===== src/rtl/pnm_pkg.sv =====
// Package for the PNM byte stream decoder: phases, formats, status codes.
// No dependencies.
`default_nettype none
package pnm_pkg;
  localparam int MaxDimDefault = 16384;
  localparam logic [2:0] PH_MAGIC  = 3'd0;
  localparam logic [2:0] PH_WIDTH  = 3'd1;
  localparam logic [2:0] PH_HEIGHT = 3'd2;
  localparam logic [2:0] PH_MAXVAL = 3'd3;
  localparam logic [2:0] PH_PIXELS = 3'd4;
  localparam logic [2:0] PH_STOP   = 3'd5;
  localparam logic [1:0] FMT_BITMAP = 2'd0;
  localparam logic [1:0] FMT_GREY   = 2'd1;
  localparam logic [1:0] FMT_COLOR  = 2'd2;
  localparam logic [2:0] ST_PIXEL      = 3'd0;
  localparam logic [2:0] ST_BAD_MAGIC  = 3'd1;
  localparam logic [2:0] ST_BAD_WIDTH  = 3'd2;
  localparam logic [2:0] ST_BAD_HEIGHT = 3'd3;
  localparam logic [2:0] ST_BAD_MAXVAL = 3'd4;
  localparam logic [2:0] ST_TOO_LARGE  = 3'd5;
  localparam logic [31:0] OPAQUE = 32'hff000000;
  localparam logic [31:0] WHITE  = 32'hffffffff;

  // One decoded byte's worth of results.
  typedef struct packed {
    logic [3:0]  count;
    logic [2:0]  status;
    logic [31:0] pixel;
    logic [7:0]  row_end;
    logic [7:0]  image_end;
    logic        bits8;
  } pnm_batch_t;

  function automatic logic is_ws(input logic [7:0] c);
    is_ws = (c == 8'h20) || (c >= 8'h09 && c <= 8'h0d);
  endfunction

  function automatic logic is_digit(input logic [7:0] c);
    is_digit = (c >= 8'h30 && c <= 8'h39);
  endfunction
endpackage
`default_nettype wire


===== src/rtl/pnm_parse.sv =====
// Parser: takes one registered byte and updates the decoder state, producing
// a batch of up to eight results. Depends on pnm_pkg.
`default_nettype none
module pnm_parse #(
  parameter int MAX_DIMENSION = pnm_pkg::MaxDimDefault
) (
  input  wire logic                clk,
  input  wire logic                rst,
  input  wire logic                step,
  input  wire logic [7:0]          c,
  input  wire logic                restart,
  output pnm_pkg::pnm_batch_t      batch
);
  localparam logic [16:0] MaxDim = 17'(MAX_DIMENSION);

  logic [2:0]  parse_phase, parse_phase_next;
  logic        in_comment, in_comment_next;
  logic [1:0]  image_format, image_format_next;
  logic        raw_encoding, raw_encoding_next;
  logic [15:0] number_accumulator, number_accumulator_next;
  logic        digit_pending, digit_pending_next;
  logic [14:0] image_width, image_width_next;
  logic [14:0] image_height, image_height_next;
  logic [14:0] column_count, column_count_next;
  logic [14:0] row_count, row_count_next;
  logic [1:0]  channel_index, channel_index_next;
  logic [23:0] partial_color, partial_color_next;
  logic [1:0]  token_chars, token_chars_next;

  // Working copies after the restart clear.
  logic [2:0]  ph;
  logic        cm;
  logic [1:0]  fmt, ch, tk;
  logic        raw, dp;
  logic [15:0] acc;
  logic [14:0] wd, ht, col, row;
  logic [23:0] pc;
  logic [19:0] acc10;
  logic [16:0] dec;
  logic [7:0]  second, v8;
  logic        pix_one, pix_eight;
  logic [31:0] pix_val;
  logic [15:0] col_sum;
  logic [14:0] remaining;
  logic        row_hit8;
  logic [3:0]  k_hit;
  logic [23:0] pc_new;

  assign ph  = restart ? pnm_pkg::PH_MAGIC : parse_phase;
  assign cm  = restart ? 1'b0 : in_comment;
  assign fmt = restart ? 2'd0 : image_format;
  assign raw = restart ? 1'b0 : raw_encoding;
  assign acc = restart ? 16'd0 : number_accumulator;
  assign dp  = restart ? 1'b0 : digit_pending;
  assign wd  = restart ? 15'd0 : image_width;
  assign ht  = restart ? 15'd0 : image_height;
  assign col = restart ? 15'd0 : column_count;
  assign row = restart ? 15'd0 : row_count;
  assign ch  = restart ? 2'd0 : channel_index;
  assign pc  = restart ? 24'd0 : partial_color;
  assign tk  = restart ? 2'd0 : token_chars;

  assign acc10 = {4'd0, acc} * 20'd10 + {16'd0, c[3:0]};
  assign second = acc[15:8];
  assign v8 = acc10[7:0];
  assign remaining = wd - col;

  always_comb begin
    parse_phase_next = ph;
    in_comment_next = cm;
    image_format_next = fmt;
    raw_encoding_next = raw;
    number_accumulator_next = acc;
    digit_pending_next = dp;
    image_width_next = wd;
    image_height_next = ht;
    column_count_next = col;
    row_count_next = row;
    channel_index_next = ch;
    partial_color_next = pc;
    token_chars_next = tk;
    batch = '0;
    pix_one = 1'b0;
    pix_eight = 1'b0;
    pix_val = '0;
    dec = '0;
    col_sum = '0;
    row_hit8 = 1'b0;
    k_hit = '0;
    pc_new = '0;
    if (ph >= pnm_pkg::PH_STOP) begin
      // Stopped until restart.
    end else if (cm) begin
      if (c == 8'h0a) in_comment_next = 1'b0;
    end else if (ph < pnm_pkg::PH_PIXELS) begin
      if (pnm_pkg::is_ws(c) || c == 8'h23) begin
        if (c == 8'h23) in_comment_next = 1'b1;
        if (tk != 2'd0) begin
          token_chars_next = 2'd0;
          number_accumulator_next = '0;
          digit_pending_next = 1'b0;
          case (ph)
            pnm_pkg::PH_MAGIC: begin
              if (tk < 2'd2 || acc[7:0] != 8'h50 || second < 8'h31 || second > 8'h36)
              begin
                batch.status = pnm_pkg::ST_BAD_MAGIC;
                batch.count = 4'd1;
                parse_phase_next = pnm_pkg::PH_STOP;
                number_accumulator_next = acc;
                digit_pending_next = dp;
              end else begin
                image_format_next = (second == 8'h31 || second == 8'h34) ?
                  pnm_pkg::FMT_BITMAP : (second == 8'h32 || second == 8'h35) ?
                  pnm_pkg::FMT_GREY : pnm_pkg::FMT_COLOR;
                raw_encoding_next = second > 8'h33;
                parse_phase_next = pnm_pkg::PH_WIDTH;
              end
            end
            pnm_pkg::PH_WIDTH: begin
              if (acc == 16'd0 || (fmt == pnm_pkg::FMT_BITMAP && acc[2:0] != 3'd0))
              begin
                batch.status = pnm_pkg::ST_BAD_WIDTH;
              end else if ({1'b0, acc} > MaxDim) begin
                batch.status = pnm_pkg::ST_TOO_LARGE;
              end else begin
                image_width_next = acc[14:0];
                parse_phase_next = pnm_pkg::PH_HEIGHT;
              end
            end
            pnm_pkg::PH_HEIGHT: begin
              if (acc == 16'd0) batch.status = pnm_pkg::ST_BAD_HEIGHT;
              else if ({1'b0, acc} > MaxDim) batch.status = pnm_pkg::ST_TOO_LARGE;
              else begin
                image_height_next = acc[14:0];
                parse_phase_next = (fmt == pnm_pkg::FMT_BITMAP) ?
                  pnm_pkg::PH_PIXELS : pnm_pkg::PH_MAXVAL;
              end
            end
            default: begin
              if (acc == 16'd0 || acc > 16'd255) batch.status = pnm_pkg::ST_BAD_MAXVAL;
              else parse_phase_next = pnm_pkg::PH_PIXELS;
            end
          endcase
          if (batch.status != pnm_pkg::ST_PIXEL) begin
            batch.count = 4'd1;
            parse_phase_next = pnm_pkg::PH_STOP;
            number_accumulator_next = acc;
            digit_pending_next = dp;
          end
        end
      end else begin
        // Token character.
        if (ph == pnm_pkg::PH_MAGIC) begin
          if (tk == 2'd0) number_accumulator_next = {8'd0, c};
          else if (tk == 2'd1) number_accumulator_next = {c, acc[7:0]};
        end else begin
          if (tk == 2'd0 || dp) begin
            if (pnm_pkg::is_digit(c)) begin
              dec = (tk == 2'd0) ? {13'd0, c[3:0]} : 17'(acc10);
              number_accumulator_next = (acc10 > 20'hffff && tk != 2'd0) ? 16'hffff :
                                        dec[15:0];
              digit_pending_next = 1'b1;
            end else begin
              number_accumulator_next = (tk == 2'd0) ? 16'd0 : acc;
              digit_pending_next = 1'b0;
            end
          end
        end
        if (tk < 2'd2) token_chars_next = tk + 2'd1;
      end
    end else begin
      // Image data.
      if (raw) begin
        if (fmt == pnm_pkg::FMT_BITMAP) pix_eight = 1'b1;
        else if (fmt == pnm_pkg::FMT_GREY) begin
          pix_one = 1'b1;
          pix_val = pnm_pkg::OPAQUE | {8'd0, c, c, c};
        end else begin
          pc_new = pc | (ch == 2'd0 ? {c, 16'd0} : ch == 2'd1 ? {8'd0, c, 8'd0} :
                         {16'd0, c});
          if (ch == 2'd2) begin
            pix_one = 1'b1;
            pix_val = pnm_pkg::OPAQUE | {8'd0, pc_new};
            channel_index_next = 2'd0;
            partial_color_next = '0;
          end else begin
            channel_index_next = ch + 2'd1;
            partial_color_next = pc_new;
          end
        end
      end else if (fmt == pnm_pkg::FMT_BITMAP) begin
        if (c == 8'h30) begin
          pix_one = 1'b1;
          pix_val = pnm_pkg::WHITE;
        end else if (c == 8'h31) begin
          pix_one = 1'b1;
        end
      end else if (pnm_pkg::is_digit(c)) begin
        number_accumulator_next = acc10[15:0];
        digit_pending_next = 1'b1;
      end else if (pnm_pkg::is_ws(c)) begin
        if (dp) begin
          number_accumulator_next = '0;
          digit_pending_next = 1'b0;
          if (fmt == pnm_pkg::FMT_GREY) begin
            pix_one = 1'b1;
            pix_val = pnm_pkg::OPAQUE | {8'd0, acc[7:0], acc[7:0], acc[7:0]};
          end else begin
            pc_new = pc | (ch == 2'd0 ? {acc[7:0], 16'd0} :
                           ch == 2'd1 ? {8'd0, acc[7:0], 8'd0} : {16'd0, acc[7:0]});
            if (ch == 2'd2) begin
              pix_one = 1'b1;
              pix_val = pnm_pkg::OPAQUE | {8'd0, pc_new};
              channel_index_next = 2'd0;
              partial_color_next = '0;
            end else begin
              channel_index_next = ch + 2'd1;
              partial_color_next = pc_new;
            end
          end
        end
      end else begin
        number_accumulator_next = '0;
        digit_pending_next = 1'b0;
      end
      // Column and row bookkeeping for one pixel.
      if (pix_one) begin
        batch.count = 4'd1;
        batch.pixel = pix_val;
        col_sum = {1'b0, col} + 16'd1;
        if (col_sum >= {1'b0, wd}) begin
          batch.row_end[0] = 1'b1;
          column_count_next = '0;
          row_count_next = row + 15'd1;
          if (row + 15'd1 >= ht) begin
            batch.image_end[0] = 1'b1;
            parse_phase_next = pnm_pkg::PH_STOP;
          end
        end else begin
          column_count_next = col_sum[14:0];
        end
      end
      // Eight bitmap pixels; width is a multiple of eight, so a row ends only
      // on the last of the eight.
      if (pix_eight) begin
        batch.bits8 = 1'b1;
        batch.pixel = {24'd0, c};
        batch.count = 4'd8;
        row_hit8 = remaining <= 15'd8;
        k_hit = row_hit8 ? 4'(remaining[3:0] - 4'd1) : 4'd7;
        if (row_hit8) begin
          batch.row_end[k_hit[2:0]] = 1'b1;
          column_count_next = '0;
          row_count_next = row + 15'd1;
          if (row + 15'd1 >= ht) begin
            batch.image_end[k_hit[2:0]] = 1'b1;
            batch.count = k_hit + 4'd1;
            parse_phase_next = pnm_pkg::PH_STOP;
          end
        end else begin
          column_count_next = col + 15'd8;
        end
      end
    end
  end

  // State registers advance once per accepted byte.
  always_ff @(posedge clk) begin
    if (rst) begin
      parse_phase <= pnm_pkg::PH_MAGIC;
      in_comment <= 1'b0;
      image_format <= '0;
      raw_encoding <= 1'b0;
      number_accumulator <= '0;
      digit_pending <= 1'b0;
      image_width <= '0;
      image_height <= '0;
      column_count <= '0;
      row_count <= '0;
      channel_index <= '0;
      partial_color <= '0;
      token_chars <= '0;
    end else if (step) begin
      parse_phase <= parse_phase_next;
      in_comment <= in_comment_next;
      image_format <= image_format_next;
      raw_encoding <= raw_encoding_next;
      number_accumulator <= number_accumulator_next;
      digit_pending <= digit_pending_next;
      image_width <= image_width_next;
      image_height <= image_height_next;
      column_count <= column_count_next;
      row_count <= row_count_next;
      channel_index <= channel_index_next;
      partial_color <= partial_color_next;
      token_chars <= token_chars_next;
    end
  end
endmodule
`default_nettype wire


===== src/rtl/pnm_drain.sv =====
// Output stage: holds one batch and hands its results out one per cycle while the receiver is ready.
// Depends on pnm_pkg.
`default_nettype none
module pnm_drain (
  input  wire logic                clk,
  input  wire logic                rst,
  input  wire logic                load,
  input  wire pnm_pkg::pnm_batch_t batch,
  output logic                     free,
  output logic                     tvalid,
  input  wire logic                tready,
  output logic [39:0]              tdata,
  output logic                     tlast
);
  pnm_pkg::pnm_batch_t held;
  logic [3:0] idx;
  logic       busy;
  logic       last;
  logic [31:0] px;

  assign last = (idx + 4'd1) == held.count;
  assign tvalid = busy;
  assign tlast = last;
  assign free = !busy || (tready && last);
  assign px = held.bits8 ? (held.pixel[3'd7 - idx[2:0]] ? 32'd0 : pnm_pkg::WHITE) :
              held.pixel;
  assign tdata = {3'd0, held.image_end[idx[2:0]], held.row_end[idx[2:0]], px,
                  held.status};

  // Batch register and result index.
  always_ff @(posedge clk) begin
    if (rst) begin
      busy <= 1'b0;
      idx <= '0;
    end else if (free) begin
      busy <= load && batch.count != 4'd0;
      idx <= '0;
    end else if (tready) begin
      idx <= idx + 4'd1;
    end
  end

  always_ff @(posedge clk) begin
    if (free && load) held <= batch;
  end
endmodule
`default_nettype wire


===== src/rtl/pnm_byte_stream_decoder.sv =====
// Top level of the PNM byte stream decoder: input register, parser, output stage.
// Depends on pnm_pkg, pnm_parse and pnm_drain.
//
// Channel | Dir | Payload
// s_axis  | in  | tdata[7:0] in_byte, tuser restart
// m_axis  | out | tdata status, pixel_argb, row_end, image_end; tlast last_in_run
//
// A byte is accepted every cycle while each byte yields at most one result and the output is not stalled.
// A raw bitmap byte yields eight pixels, so input stalls while the output stage
// drains them. Header bytes with no result do not occupy the output stage.
// Reset clears all parser state; restart on a byte clears it before that byte.
// Output stalls back up through the output stage into the input register.
`default_nettype none
module pnm_byte_stream_decoder #(
  parameter int MAX_DIMENSION = pnm_pkg::MaxDimDefault
) (
  input  wire logic        clk,
  input  wire logic        rst,
  input  wire logic        s_axis_tvalid,
  output logic             s_axis_tready,
  input  wire logic [7:0]  s_axis_tdata,  // in_byte
  input  wire logic        s_axis_tuser,  // restart
  output logic             m_axis_tvalid,
  input  wire logic        m_axis_tready,
  output logic [39:0]      m_axis_tdata,  // status[2:0], pixel_argb[34:3],
                                          // row_end[35], image_end[36], zero fill
  output logic             m_axis_tlast   // last_in_run
);
  logic       in_valid;
  logic [7:0] in_byte;
  logic       in_restart;
  logic       free;
  logic       step;
  pnm_pkg::pnm_batch_t batch;

  assign step = in_valid && free;
  assign s_axis_tready = !in_valid || step;

  // Input register.
  always_ff @(posedge clk) begin
    if (rst) in_valid <= 1'b0;
    else if (s_axis_tready) in_valid <= s_axis_tvalid;
  end

  always_ff @(posedge clk) begin
    if (s_axis_tready) begin
      in_byte <= s_axis_tdata;
      in_restart <= s_axis_tuser;
    end
  end

  pnm_parse #(.MAX_DIMENSION(MAX_DIMENSION)) u_parse (
    .clk(clk), .rst(rst), .step(step), .c(in_byte), .restart(in_restart),
    .batch(batch)
  );

  pnm_drain u_drain (
    .clk(clk), .rst(rst), .load(step), .batch(batch), .free(free),
    .tvalid(m_axis_tvalid), .tready(m_axis_tready), .tdata(m_axis_tdata),
    .tlast(m_axis_tlast)
  );

  // Error results carry no pixel and no flags.
  a_err_clean: assert property (@(posedge clk) disable iff (rst)
    m_axis_tvalid && m_axis_tdata[2:0] != pnm_pkg::ST_PIXEL |->
      m_axis_tdata[36:3] == 34'd0 && m_axis_tlast)
    else $error("error result with payload");
  // Image end implies row end.
  a_img_row: assert property (@(posedge clk) disable iff (rst)
    m_axis_tvalid && m_axis_tdata[36] |-> m_axis_tdata[35] && m_axis_tlast)
    else $error("image end without row end");
  // A stalled result holds.
  a_hold: assert property (@(posedge clk) disable iff (rst)
    m_axis_tvalid && !m_axis_tready |=> m_axis_tvalid && $stable(m_axis_tdata))
    else $error("output changed while stalled");
endmodule
`default_nettype wire


===== config.mk =====
export PLATFORM = sky130hd
export DESIGN_NAME = pnm_byte_stream_decoder
export DESIGN_NICKNAME = d
export VERILOG_FILES = /design/src/rtl/pnm_pkg.sv /design/src/rtl/pnm_parse.sv /design/src/rtl/pnm_drain.sv /design/src/rtl/pnm_byte_stream_decoder.sv
export SDC_FILE = /design/constraint.sdc
export NUM_CORES = 1
export LEC_CHECK = 0
export BUFFER_PORTS_ARGS = -buffer_cell sky130_fd_sc_hd__buf_2
export CAP_MARGIN = 25
export CELL_PAD_IN_SITES_DETAIL_PLACEMENT = 1
export CELL_PAD_IN_SITES_GLOBAL_PLACEMENT = 2
export CORE_MARGIN = 2
export CORE_UTILIZATION = 40
export CTS_CLUSTER_DIAMETER = 150
export CTS_CLUSTER_SIZE = 8
export DETAILED_ROUTE_END_ITERATION = 8
export PLACE_DENSITY = 0.95
export SLEW_MARGIN = 10
export SYNTH_ARGS = -nofsm -noshare
export SYNTH_HDL_FRONTEND = slang
export SYNTH_SLANG_ARGS = --single-unit

===== constraint.sdc =====
create_clock -name clk -period 18.49 [get_ports clk]
set_input_delay 3.698 -clock clk [delete_from_list [all_inputs] [get_ports clk]]
set_output_delay 3.698 -clock clk [all_outputs]
set_load 0.005 [all_outputs]

==> results.md, run 1 <==
- Outcome: finished clean
- VDD IR-drop max: 0.0624 mV
- Die Area: 39800 µm²
- Clk pin slew, worst setup/hold paths: 0.07 ns
- Worst EP required: 14.79 ns
- Post-synth top area cell: dfxtp_1
- Clock skew: 0.0149 ns
- Post-synthesis register bit count: 176
- Slew margin rel.: 0.302
- Routability cong.: 0.935
- CP Data Arrival Time: 4.96 ns
- Cells after synthesis: 2099
- Crit path time final: 8.66 ns
- Post-route ant nets: 0
- Measured slew at the worst slew-check pin: 1.05 ns
- CP endpoint kind: output port
- Crit path launch type: primary input
- Worst Path Max Fanout: 10
- Htree depth: 4
- Post-CTS Hold Fix Bufs: 0
- Layout Utilization: 0.439
- Final Hold Vio Count: 0
- Post-DP HPWL: 43800 µm
- Post-Synth Adder-Cell Area: 0.0628
- Mapped Area: 15300 µm²
- Vias: 16775
- Initial Utilization: 0.406
- Largest net degree at the start of global routing: 113
- Post-synth EDFFs: 58
- Post-CTS Setup Inserts: 0
- Max Root-Sink Buffers: 2
- Library cells used by synthesis: 89
- CTS tree: built
- Rows: 71
- Clock Sinks: 176
- NumNets Final: 2152
- Most frequent cells after synthesis: nor2_1 (255), nand2_1 (217), a21oi_1 (204)
- Total Negative Setup Slacks: 0 ns
- Clock buffer count from CTS: 17
- Antenna violations before repair: 0
- Compound-cell area share of the yosys netlist: 0.293
- Die Span X: 200 µm
- Fmax: 0.116 GHz
- Io pins: 56
- Share of cells above drive strength 1: 0.0775
- Grt total ovfl: 0
- Final worst setup slack: 9.83 ns
- # DRC: 0
- First-pass GRT wire length: 96000 µm
- Vias/cell: 6.48
- Simple-gate share of the synthesized area: 0.247
- Drt first pass iters: 5
- Worst Hold Class: flop to flop
- Area Growth Syn to Fin: 8.11%
- RSZ-0062 raised after global routing: no
- Post-synthesis mux area share: 0.0218
- Vias in the first global route: 16743
- # setup viols final: 0
- Average cell area after synthesis: 7.29 µm²
- Total GRT Usage: 0.311
- Ys flop type: dfxtp_1
- Share of the synthesized area in the top cell type: 0.154
- Fraction of registers with async set or reset after synthesis: 0
- Synth Area in XOR/XNOR: 0.0444
- Setup CP Type: primary input to output port
- Power per cell area: 57.8 nW/µm²
- Routed Wire Length: 62200 µm
- Tcrit/Tclk final: 0.468
- Sequential-to-total area share from yosys stat: 0.268
- Core Region: 37700 µm²
- Largest family of logic cells by synthesized area: compound AO/OA/AOI/OAI gates
- Later-pin clock latency in the skew report: 0.46 ns
- Synthesis Warnings: 0
- DR iter-0 viols: 1368
- Die Ht: 200 µm
- Area contributors post-synth: dfxtp_1 (15%), edfxtp_1 (11%), a21oi_1 (6.7%)
- Clock Root Buffer: clkbuf_16
- Antenna cells: 0
- Pleak: 6.00 nW
- Setup WS pre-CTS: 9.84 ns
- Most frequent cell after synthesis: nor2_1
- Max-cap viol count: 0
- IO buf count: 52
- Wire per inst: 24.0 µm
- Flop2flop setup slack: 12.78 ns
- Max Slew Vio Count: 0
- Total of cells resized after clock tree synthesis: 0
-- registers in the layout, summed over array words and instances, names as in the netlist --
register and flops:
u_drain.held 46, u_parse.partial_color 24, u_parse.number_accumulator 16, u_parse.column_count 15, u_parse.image_height 15, u_parse.image_width 15, u_parse.row_count 15, in_byte 8
u_drain.idx 4, u_drain.tdata 3, u_parse.parse_phase 3, u_parse.channel_index 2, u_parse.image_format 2, u_parse.token_chars 2, in_restart 1, in_valid 1
u_drain.tvalid 1, u_parse.digit_pending 1, u_parse.in_comment 1, u_parse.raw_encoding 1
-- cells by family after synthesis --
group                    count (synthesis)
AO/OA/AOI/OAI                          707
XOR/XNOR                                76
adder cells (fa/ha/maj)                 75
buffers and inverters                  239
flip-flops                             176
multiplexers                            25
other                                    1
AND/OR/NAND/NOR                        800
-- worst paths after layout --
kind	cells past startpoint	endpoint	start
setup reg to reg	15	u_parse.row_count[10]$_SDFFE_PP0P_	in_restart$_DFFE_PP_
hold reg to reg	2	u_parse.image_height[14]$_SDFFE_PP0P_	u_parse.image_height[14]$_SDFFE_PP0P_
setup / recovery	4	s_axis_tready	m_axis_tready
hold / removal	2	u_parse.image_height[14]$_SDFFE_PP0P_	u_parse.image_height[14]$_SDFFE_PP0P_
-- where the power goes --
group,leakage (nW),switching [mW],internal (mW),total (mW)
clock network,0.305,0.188,0.206,0.394
registers,1.53,0.0155,0.406,0.422
logic,4.17,0.0975,0.0426,0.140
-- metrics by stage --
| stage | cells | hold WS (ns) | instance area (µm²) | power (mW) |
|---|---|---|---|---|
| CTS | 2586 | 0.483 | 16500 | 0.952 |
| detailed placement | 2554 | 0.464 | 15900 | 0.566 |
| global placement | 2554 | 0.448 | 15900 | 0.561 |
| floorplan | 2101 | 0.432 | 15300 | 0.516 |
| global route | 2588 | 0.516 | 16500 | 0.981 |
| finish | 2588 | 0.486 | 16500 | 0.956 |
-- layer usage --
metal,wire length [µm],vias up,track usage
li1,-,7589,-
met1,26200,8290,0.391
met2,28700,709,0.517
met3,4420,187,0.0515
met4,2910,0,0.148
met5,0,-,0
-- critical path: stages --
cell and delay [ns]:
buf_2 0.15, a41oi_1 0.32, nand2_1 0.50, buf_2 0.30
-- placed cells by master (no fill, tap or decap), types with 8 or more instances in the layout --
cell	synthesis	final
nor2_1	255	255
nand2_1	217	217
a21oi_1	204	204
o21ai_0	172	172
dfxtp_1	118	118
inv_1	88	86
ha_1	72	72
a22oi_1	61	61
nand3_1	59	59
nor3_1	58	58
edfxtp_1	58	58
buf_2	10	51
xnor2_1	50	50
buf_4	13	43
nor2b_1	41	41
and2_1	27	27
xor2_1	25	25
a211oi_1	24	24
a31oi_1	24	24
and3_1	23	23
a21o_1	22	22
nand2b_1	20	20
o22ai_1	20	20
clkbuf_16	0	20
nor4_1	19	19
a22o_1	18	18
o211ai_1	16	16
or3_1	15	15
mux2i_1	15	15
nand4_1	14	14
o31ai_1	14	14
a211o_1	11	11
or4_1	10	10
or2_2	9	9
a32oi_1	10	9
o21a_1	8	8
o2bb2ai_1	8	8
-- layout make-up --
type / instances / area (µm²)
clock buffers: 21 / 514
well taps: 511 / 639
repair buffers: 95 / 598
inverters: 88 / 332
flip-flops and latches: 176 / 4100
clock inverters: 11 / 101
multi-input cells: 1686 / 10300
fillers: 4757 / 21100
No activity file was read; power rests on OpenSTA's default activity.
==> inputs of run 2 (changes only) <==
Settings changed: CORE_UTILIZATION 40 to 37, PLACE_DENSITY 0.95 to 0.9.
Clock period 18.49 ns to 9 ns, I/O delays scaled along.
==> run 2 against run 1 <==
Compared with the run above:
- design area shrank 0.17%
- combinational power grew 100%
- count of clock-buffer cells in the layout shrank 3
- register-to-register slack lost 9.3 ns
- critical path depth grew 9
- utilization shrank 3.5 points
- first-iteration DRC count grew 4.8%
- non-clock buffer count shrank 3
- wire length shrank 0.69%
- sequential cell count is the same
- clock power grew 99%
- critical path type is now flop to flop
==> results.md, run 2 (synthesized netlist as in run 1, its figures left out) <==
- Drt first pass iters: 6 (+1)
- Initial Utilization: 0.375 (-0.0315)
- Met3 wire len: 4630 µm (+4.8%)
- Io pins: 56 (unchanged)
- Hold depth: 2 (unchanged)
- Max reg flops: 46 (unchanged)
- Total of cells resized after clock tree synthesis: 0 (unchanged)
- Wire per inst: 23.7 µm (-1.4%)
- Worst Hold Class: flop to flop
- # setup viols final: 0 (unchanged)
- Rows: 74 (+4.2%)
- Grt total ovfl: 0 (unchanged)
- R2R cell count: 13 (-2)
- Clock skew: 0.0153 ns (+0.000371 ns)
- Final Cell Area: 16500 µm² (-0.17%)
- Worst Path Max Fanout: 67 (+57)
- Commonest non-fill, non-tap cell in the layout: nor2_1
- Clock Root Buffer: clkbuf_16
- Die Span X: 207 µm (+3.9%)
- Vias: 16762 (-0.077%)
- Met2 Routed Length: 27800 µm (-3.0%)
- Max Slew Vio Count: 0 (unchanged)
- Max-cap viol count: 0 (unchanged)
- Crit path launch type: flop
- Total GRT Usage: 0.281 (-0.0301)
- RR Endpoint: u_parse.number_accumulator[6]$_SDFFE_PP0P_
- CP Depth: 13 (+9)
- Post-CTS Setup Inserts: 0 (unchanged)
- Die Area: 43000 µm² (+7.9%)
- Vias in the first global route: 16808 (+0.39%)
- Met1 WL: 26300 µm (+0.42%)
- Slew margin rel.: 0.263 (-0.0389)
- Flop2flop setup slack: 3.43 ns (-9.35 ns)
- Leading registers by flop count: u_drain.held: 46 flops, u_parse.partial_color: 24 flops, u_parse.number_accumulator: 16 flops
- Clk pin slew, worst setup/hold paths: 0.08 ns (about the same)
- RSZ-0062 raised after global routing: no
- VDD IR-drop max: 0.105 mV (+68%)
- Slowest-stage cell, CP: nor2b_1
- IO buf count: 52 (unchanged)
- Final Hold Vio Count: 0 (unchanged)
- Clock buffer count from CTS: 17 (unchanged)
- Measured slew at the worst slew-check pin: 1.10 ns (+0.0524 ns)
- Total Negative Setup Slacks: 0 ns (unchanged)
- Share of cells above drive strength 1: 0.0767 (-0.000852)
- Power per cell area: 117 nW/µm² (+100%)
- Most common cell on crit path: a2111oi_0
- Critical path buffers and inverters: 1 (-1)
- Delay-heaviest family, CP: simple AND/OR/NAND/NOR gates
- Core Region: 40800 µm² (+8.4%)
- Fmax: 0.180 GHz
- CP Cell Sequence: buf_4 > nor2b_1 > and2_1 > ha_1 > and3_1 > a31o_2 > a2111oi_0 > o21bai_1 > xnor2_1 > or4b_4 > mux2_4 > a2111oi_0 > nor4_1
- Final Hold Slack: 0.462 ns (-0.0243 ns)
- Tcrit/Tclk final: 0.619
- Placed Area: 15900 µm² (about the same)
- Post-DP HPWL: 44500 µm (+1.6%)
- Highest Signal Layer: met4
- Antenna cells: 0 (unchanged)
- Critical R2R Launch: in_restart$_DFFE_PP_
- Routed Wire Length: 61800 µm (-0.69%)
- Outcome: finished clean
- Pwr Total: 1.93 mW (+100%)
- Crit path time final: 5.57 ns
- Die Ht: 207 µm (+3.9%)
- Max Root-Sink Buffers: 2 (unchanged)
- DR iter-0 viols: 1433 (+4.8%)
- Largest net degree at the start of global routing: 68 (-40%)
- Pleak: 5.96 nW (-0.63%)
- Worst Setup SP: in_restart$_DFFE_PP_
- CTS tree: built
- Antenna violations before repair: 0 (unchanged)
- Htree depth: 4 (unchanged)
- Worst path max stage delay: 0.88 ns (+0.38 ns)
- Worst EP required: 9.32 ns (-5.47 ns)
- CP Data Arrival Time: 5.89 ns (+0.93 ns)
- Critical path endpoint: u_parse.number_accumulator[6]$_SDFFE_PP0P_
- Largest Register: u_drain.held
- Area Growth Syn to Fin: 7.92%
- Layout Utilization: 0.405 (-0.0348)
- Vias/cell: 6.43 (-0.77%)
- Post-route ant nets: 0 (unchanged)
- CP endpoint kind: flop
- Setup CP Type: flop to flop
- Later-pin clock latency in the skew report: 0.47 ns (about the same)
- Post-CTS Hold Fix Bufs: 0 (unchanged)
- NumNets Final: 2149 (-0.14%)
- First-pass GRT wire length: 96900 µm (+0.88%)
- Clock Sinks: 176 (unchanged)
- # DRC: 0 (unchanged)
- Leading cell types in the layout, fill and taps excluded: nor2_1 (255), nand2_1 (217), a21oi_1 (204)
- Routability cong.: 0.962 (+2.9%)
==> run 2: through the flow <==
stage	std cells	setup slack [ns]
after floorplan	2101	3.21
after global placement	2573	3.58
after detailed placement	2573	3.47
after CTS	2605	3.49
after global routing	2606	3.04
final	2606	3.43
==> run 2: how the worst min path moves through the flow <==
stage	start	end
6_report	u_parse.image_height[14]$_SDFFE_PP0P_	u_parse.image_height[14]$_SDFFE_PP0P_
5_1_grt	u_parse.image_height[14]$_SDFFE_PP0P_	u_parse.image_height[14]$_SDFFE_PP0P_
3_3_place_gp	u_parse.image_height[14]$_SDFFE_PP0P_	u_parse.image_height[14]$_SDFFE_PP0P_
3_5_place_dp	u_parse.image_height[14]$_SDFFE_PP0P_	u_parse.image_height[14]$_SDFFE_PP0P_
4_1_cts	u_parse.image_height[14]$_SDFFE_PP0P_	u_parse.image_height[14]$_SDFFE_PP0P_
2_1_floorplan	u_parse.image_height[14]$_SDFFE_PP0P_	u_parse.image_height[14]$_SDFFE_PP0P_
==> run 2: power breakdown <==
group / switching [mW] / internal (mW) / total (mW)
registers: 0.0324 / 0.835 / 0.867
clock network: 0.398 / 0.386 / 0.784
logic: 0.197 / 0.0860 / 0.283
total: 0.627 / 1.31 / 1.93
==> run 2: final cells by class <==
cell class / instances / area (µm²)
clock buffer: 18 / 450
clock inverter: 14 / 140
fill: 5076 / 24300
inverter: 88 / 332
multi-input combinational: 1686 / 10300
sequential: 176 / 4100
tap: 532 / 666
timing repair buffer: 92 / 563
==> run 2: layer usage <==
layer,track usage,vias up
met3,0.0427,186
met4,0.141,0
met2,0.449,767
li1,-,7593
met5,0,-
met1,0.368,8216
==> run 2: tightest hold or removal path, stage by stage (launching register included) <==
cell,delay (ns)
dfxtp_1,0.32
nand2_1,0.05
a21oi_1,0.05
==> inputs of run 3 (changes only) <==
Settings changed: ABC_AREA set to 1, CORE_UTILIZATION 37 to 35, PLACE_DENSITY 0.9 to 0.91.
Clock period 9 ns to 5.2 ns, I/O delays scaled along.
==> run 3 against run 2 <==
Compared with the run above:
- first-iteration DRC count grew 19%
- sequential cell count is the same
- total power grew 95%
- utilization shrank 1.7 points
- critical endpoint is now u_parse.number_accumulator[0]$_SDFFE_PP0P_
- fmax grew 18%
- clock skew grew 0.0063 ns
- critical path type unchanged
- count of clock-buffer cells in the layout is the same
- sequential power grew 74%
- combinational power grew to 2.9 times the previous value
==> results.md, run 3 <==
- Wire per inst: 21.3 µm (-10%)
- Worst Path Max Fanout: 37 (-45%)
- Power per cell area: 203 nW/µm² (+74%)
- Max Root-Sink Buffers: 2 (unchanged)
- Commonest non-fill, non-tap cell in the layout: nand2_1
- Pleak: 7.56 nW (+27%)
- Pwr Total: 3.77 mW (+95%)
- Clk pin slew, worst setup/hold paths: 0.08 ns (about the same)
- DR iter-0 viols: 1700 (+19%)
- Area Growth Syn to Fin: 9.05%
- Average cell area after synthesis: 6.16 µm² (-16%)
- Largest Register: u_drain.held
- Die Area: 50300 µm² (+17%)
- Final worst setup slack: 0.481 ns (-2.95 ns)
- Antenna cells: 0 (unchanged)
- IO buf count: 52 (unchanged)
- Final std cells w/o fill: 3375 (+30%)
- Htree depth: 4 (unchanged)
- Slew margin rel.: 0.312 (+0.0485)
- Most common cell on crit path: nand2_1
- Share of the synthesized area in the top cell type: 0.139 (-0.0154)
- Clock skew: 0.0217 ns (+0.00634 ns)
- Most frequent cells after synthesis: nand2_1 (544), inv_1 (367), o21ai_0 (351)
- CTS tree: built
- Clock Root Buffer: clkbuf_16
- Crit path time final: 4.72 ns (-0.851 ns)
- Cells after synthesis: 2760 (+31%)
- Sw frac: 0.344 (+0.0196)
- Total Negative Setup Slacks: 0 ns (unchanged)
- Grt total ovfl: 0 (unchanged)
- Initial Utilization: 0.355 (-0.0196)
- Measured slew at the worst slew-check pin: 1.03 ns (-0.0668 ns)
- Die Span X: 224 µm (+8.2%)
- Vias in the first global route: 20144 (+20%)
- RSZ-0062 raised after global routing: no
- Synthesis Warnings: 0 (unchanged)
- Post-synth EDFFs: 58 (unchanged)
- Antenna violations before repair: 1 (+1)
- Post-synthesis register bit count: 176 (unchanged)
- Max reg flops: 46 (unchanged)
- Post-DP HPWL: 52100 µm (+17%)
- # setup viols final: 0 (unchanged)
- Worst path max stage delay: 0.51 ns (-0.37 ns)
- Final Hold Vio Count: 0 (unchanged)
- Slowest-stage cell, CP: edfxtp_1
- NumNets Final: 2835 (+32%)
- Max Slew Vio Count: 0 (unchanged)
- Routed Wire Length: 71900 µm (+16%)
- Vias/cell: 5.88 (-8.5%)
- Fraction of registers with async set or reset after synthesis: 0 (unchanged)
- Internal power: 2.47 mW (+89%)
- Comb pwr share: 0.219 (+0.073)
- CP Data Arrival Time: 5.07 ns (-0.82 ns)
- Clk pwr share: 0.380 (-0.025)
- Worst Hold Class: flop to flop
- Clock Sinks: 176 (unchanged)
- Psw: 1.30 mW (+110%)
- Total GRT Usage: 0.285 (+0.00408)
- Worst EP required: 5.55 ns (-3.77 ns)
- Library cells used by synthesis: 64 (-28%)
- Post-synth top area cell: dfxtp_1
- Ys flop type: dfxtp_1
- Tcrit/Tclk final: 0.907 (+0.289)
- Fmax: 0.212 GHz (+18%)
- Rows: 80 (+8.1%)
- # DRC: 0 (unchanged)
- Crit path launch type: flop
- Post-route ant nets: 0 (unchanged)
- Seq pwr share: 0.401 (-0.048)
- Max-cap viol count: 0 (unchanged)
- Core Region: 47800 µm² (+17%)
- Placed Cells: 3343 (+30%)
- Leading registers by flop count: u_drain.held: 46 flops, u_parse.partial_color: 24 flops, u_parse.number_accumulator: 16 flops
- Most frequent cell after synthesis: nand2_1
- Drt first pass iters: 5 (-1)
- Vias: 19857 (+18%)
- CP endpoint kind: flop
- Routability cong.: 0.933 (-3.0%)
- Area contributors post-synth: dfxtp_1 (14%), nand2_1 (12%), o21ai_0 (10%)
- Post-CTS Hold Fix Bufs: 0 (unchanged)
- VDD IR-drop max: 0.289 mV (+180%)
- Mapped Area: 17000 µm² (+11%)
- Die Ht: 224 µm (+8.2%)
- Setup CP Type: flop to flop
- Largest net degree at the start of global routing: 152 (+120%)
- Later-pin clock latency in the skew report: 0.52 ns (+0.05 ns)
- Io pins: 56 (unchanged)
- Clock buffer count from CTS: 17 (unchanged)
- Setup WS pre-CTS: 0.335 ns (-3.13 ns)
- Leading cell types in the layout, fill and taps excluded: nand2_1 (543), inv_1 (367), o21ai_0 (351)
- Outcome: finished clean
- First-pass GRT wire length: 112000 µm (+16%)
- Sequential-to-total area share from yosys stat: 0.241 (-0.0267)
- Share of cells above drive strength 1: 0.0793 (+0.00268)
==> run 3: cell count changes after synthesis, sizes merged, moves of 23 or more <==
| cell | previous run | this run |
|---|---|---|
| o211ai | 17 | 56 |
| nor2 | 255 | 297 |
| xnor2 | 50 | 11 |
| and2 | 28 | 1 |
| a31oi | 26 | 53 |
| inv | 88 | 380 |
| nand2 | 217 | 551 |
| and3 | 23 | 0 |
| a22oi | 61 | 1 |
| a21oi | 204 | 279 |
| nor2b | 41 | 0 |
| nand3 | 59 | 124 |
| o21ai | 178 | 358 |
==> run 3: path summary, 6_finish.rpt <==
kind / startpoint / end / slack, ns / cells past startpoint
max: in_restart$_DFFE_PP_ / u_parse.number_accumulator[0]$_SDFFE_PP0P_ / 0.48 / 30
min: u_parse.image_height[8]$_SDFFE_PP0P_ / u_parse.image_height[8]$_SDFFE_PP0P_ / 0.47 / 2
max reg2reg: in_restart$_DFFE_PP_ / u_parse.number_accumulator[0]$_SDFFE_PP0P_ / 0.48 / 30
min reg2reg: u_parse.image_height[8]$_SDFFE_PP0P_ / u_parse.image_height[8]$_SDFFE_PP0P_ / 0.47 / 2
==> run 3: timing repair <==
| action | CTS | global route |
|---|---|---|
| buffers inserted | 0 | 0 |
| endpoints found under the setup margin | 0 | 26 |
| gates resized for setup | 0 | 6 |
==> run 3: worst max-delay path: cells and delay by family, from the launching register on <==
family | cells | cell delay (ns)
adder cells (fa/ha/maj) | 2 | 0.69
flip-flops | 1 | 0.51
AND/OR/NAND/NOR | 23 | 2.49
buffers and inverters | 3 | 0.60
AO/OA/AOI/OAI | 2 | 0.25
==> run 3: power by group through the flow <==
stage / logic [mW] / registers [mW] / clock network (mW)
CTS: 0.809 / 1.51 / 1.46
global placement: 0.782 / 1.54 / 0
global route: 0.905 / 1.52 / 1.49
floorplan: 0.541 / 1.52 / 0
detailed placement: 0.805 / 1.54 / 0
finish: 0.826 / 1.51 / 1.43
==> run 3: logic make-up after synthesis <==
family,synth area share
fa+ha+maj,0.0565
buf+inv,0.126
other cells,0.000221
compound gates,0.287
simple gates,0.264
flops,0.241
mux,0.000662
xor+xnor,0.0242
==> run 3: area by class of cell <==
cell class                      count  area [µm²]
Fill cell                        6391       29300
Multi-Input combinational cell   2047       10800
Sequential cell                   176        4100
Inverter                          383        1450
Timing Repair Buffer              122         818
Tap cell                          615         769
Clock buffer                       18         429
Clock inverter                     14         183
==> run 3: routing by layer <==
layer  GRT usage  vias to the layer above  share of wire
met4       0.137                        2          0.045
met3      0.0445                      187          0.064
met2       0.466                      702           0.46
li1            -                     9279              -
met5           0                        -        0.00015
met1       0.366                     9687           0.44
==> run 3: through the flow <==
step	util	instance area, µm²	hold WS [ns]
6_report	0.387	18500	0.467
5_1_grt	0.387	18500	0.491
4_1_cts	0.387	18500	0.467
2_1_floorplan	-	17000	0.437
3_5_place_dp	0.374	17900	0.459
3_3_place_gp	0.374	17900	0.448
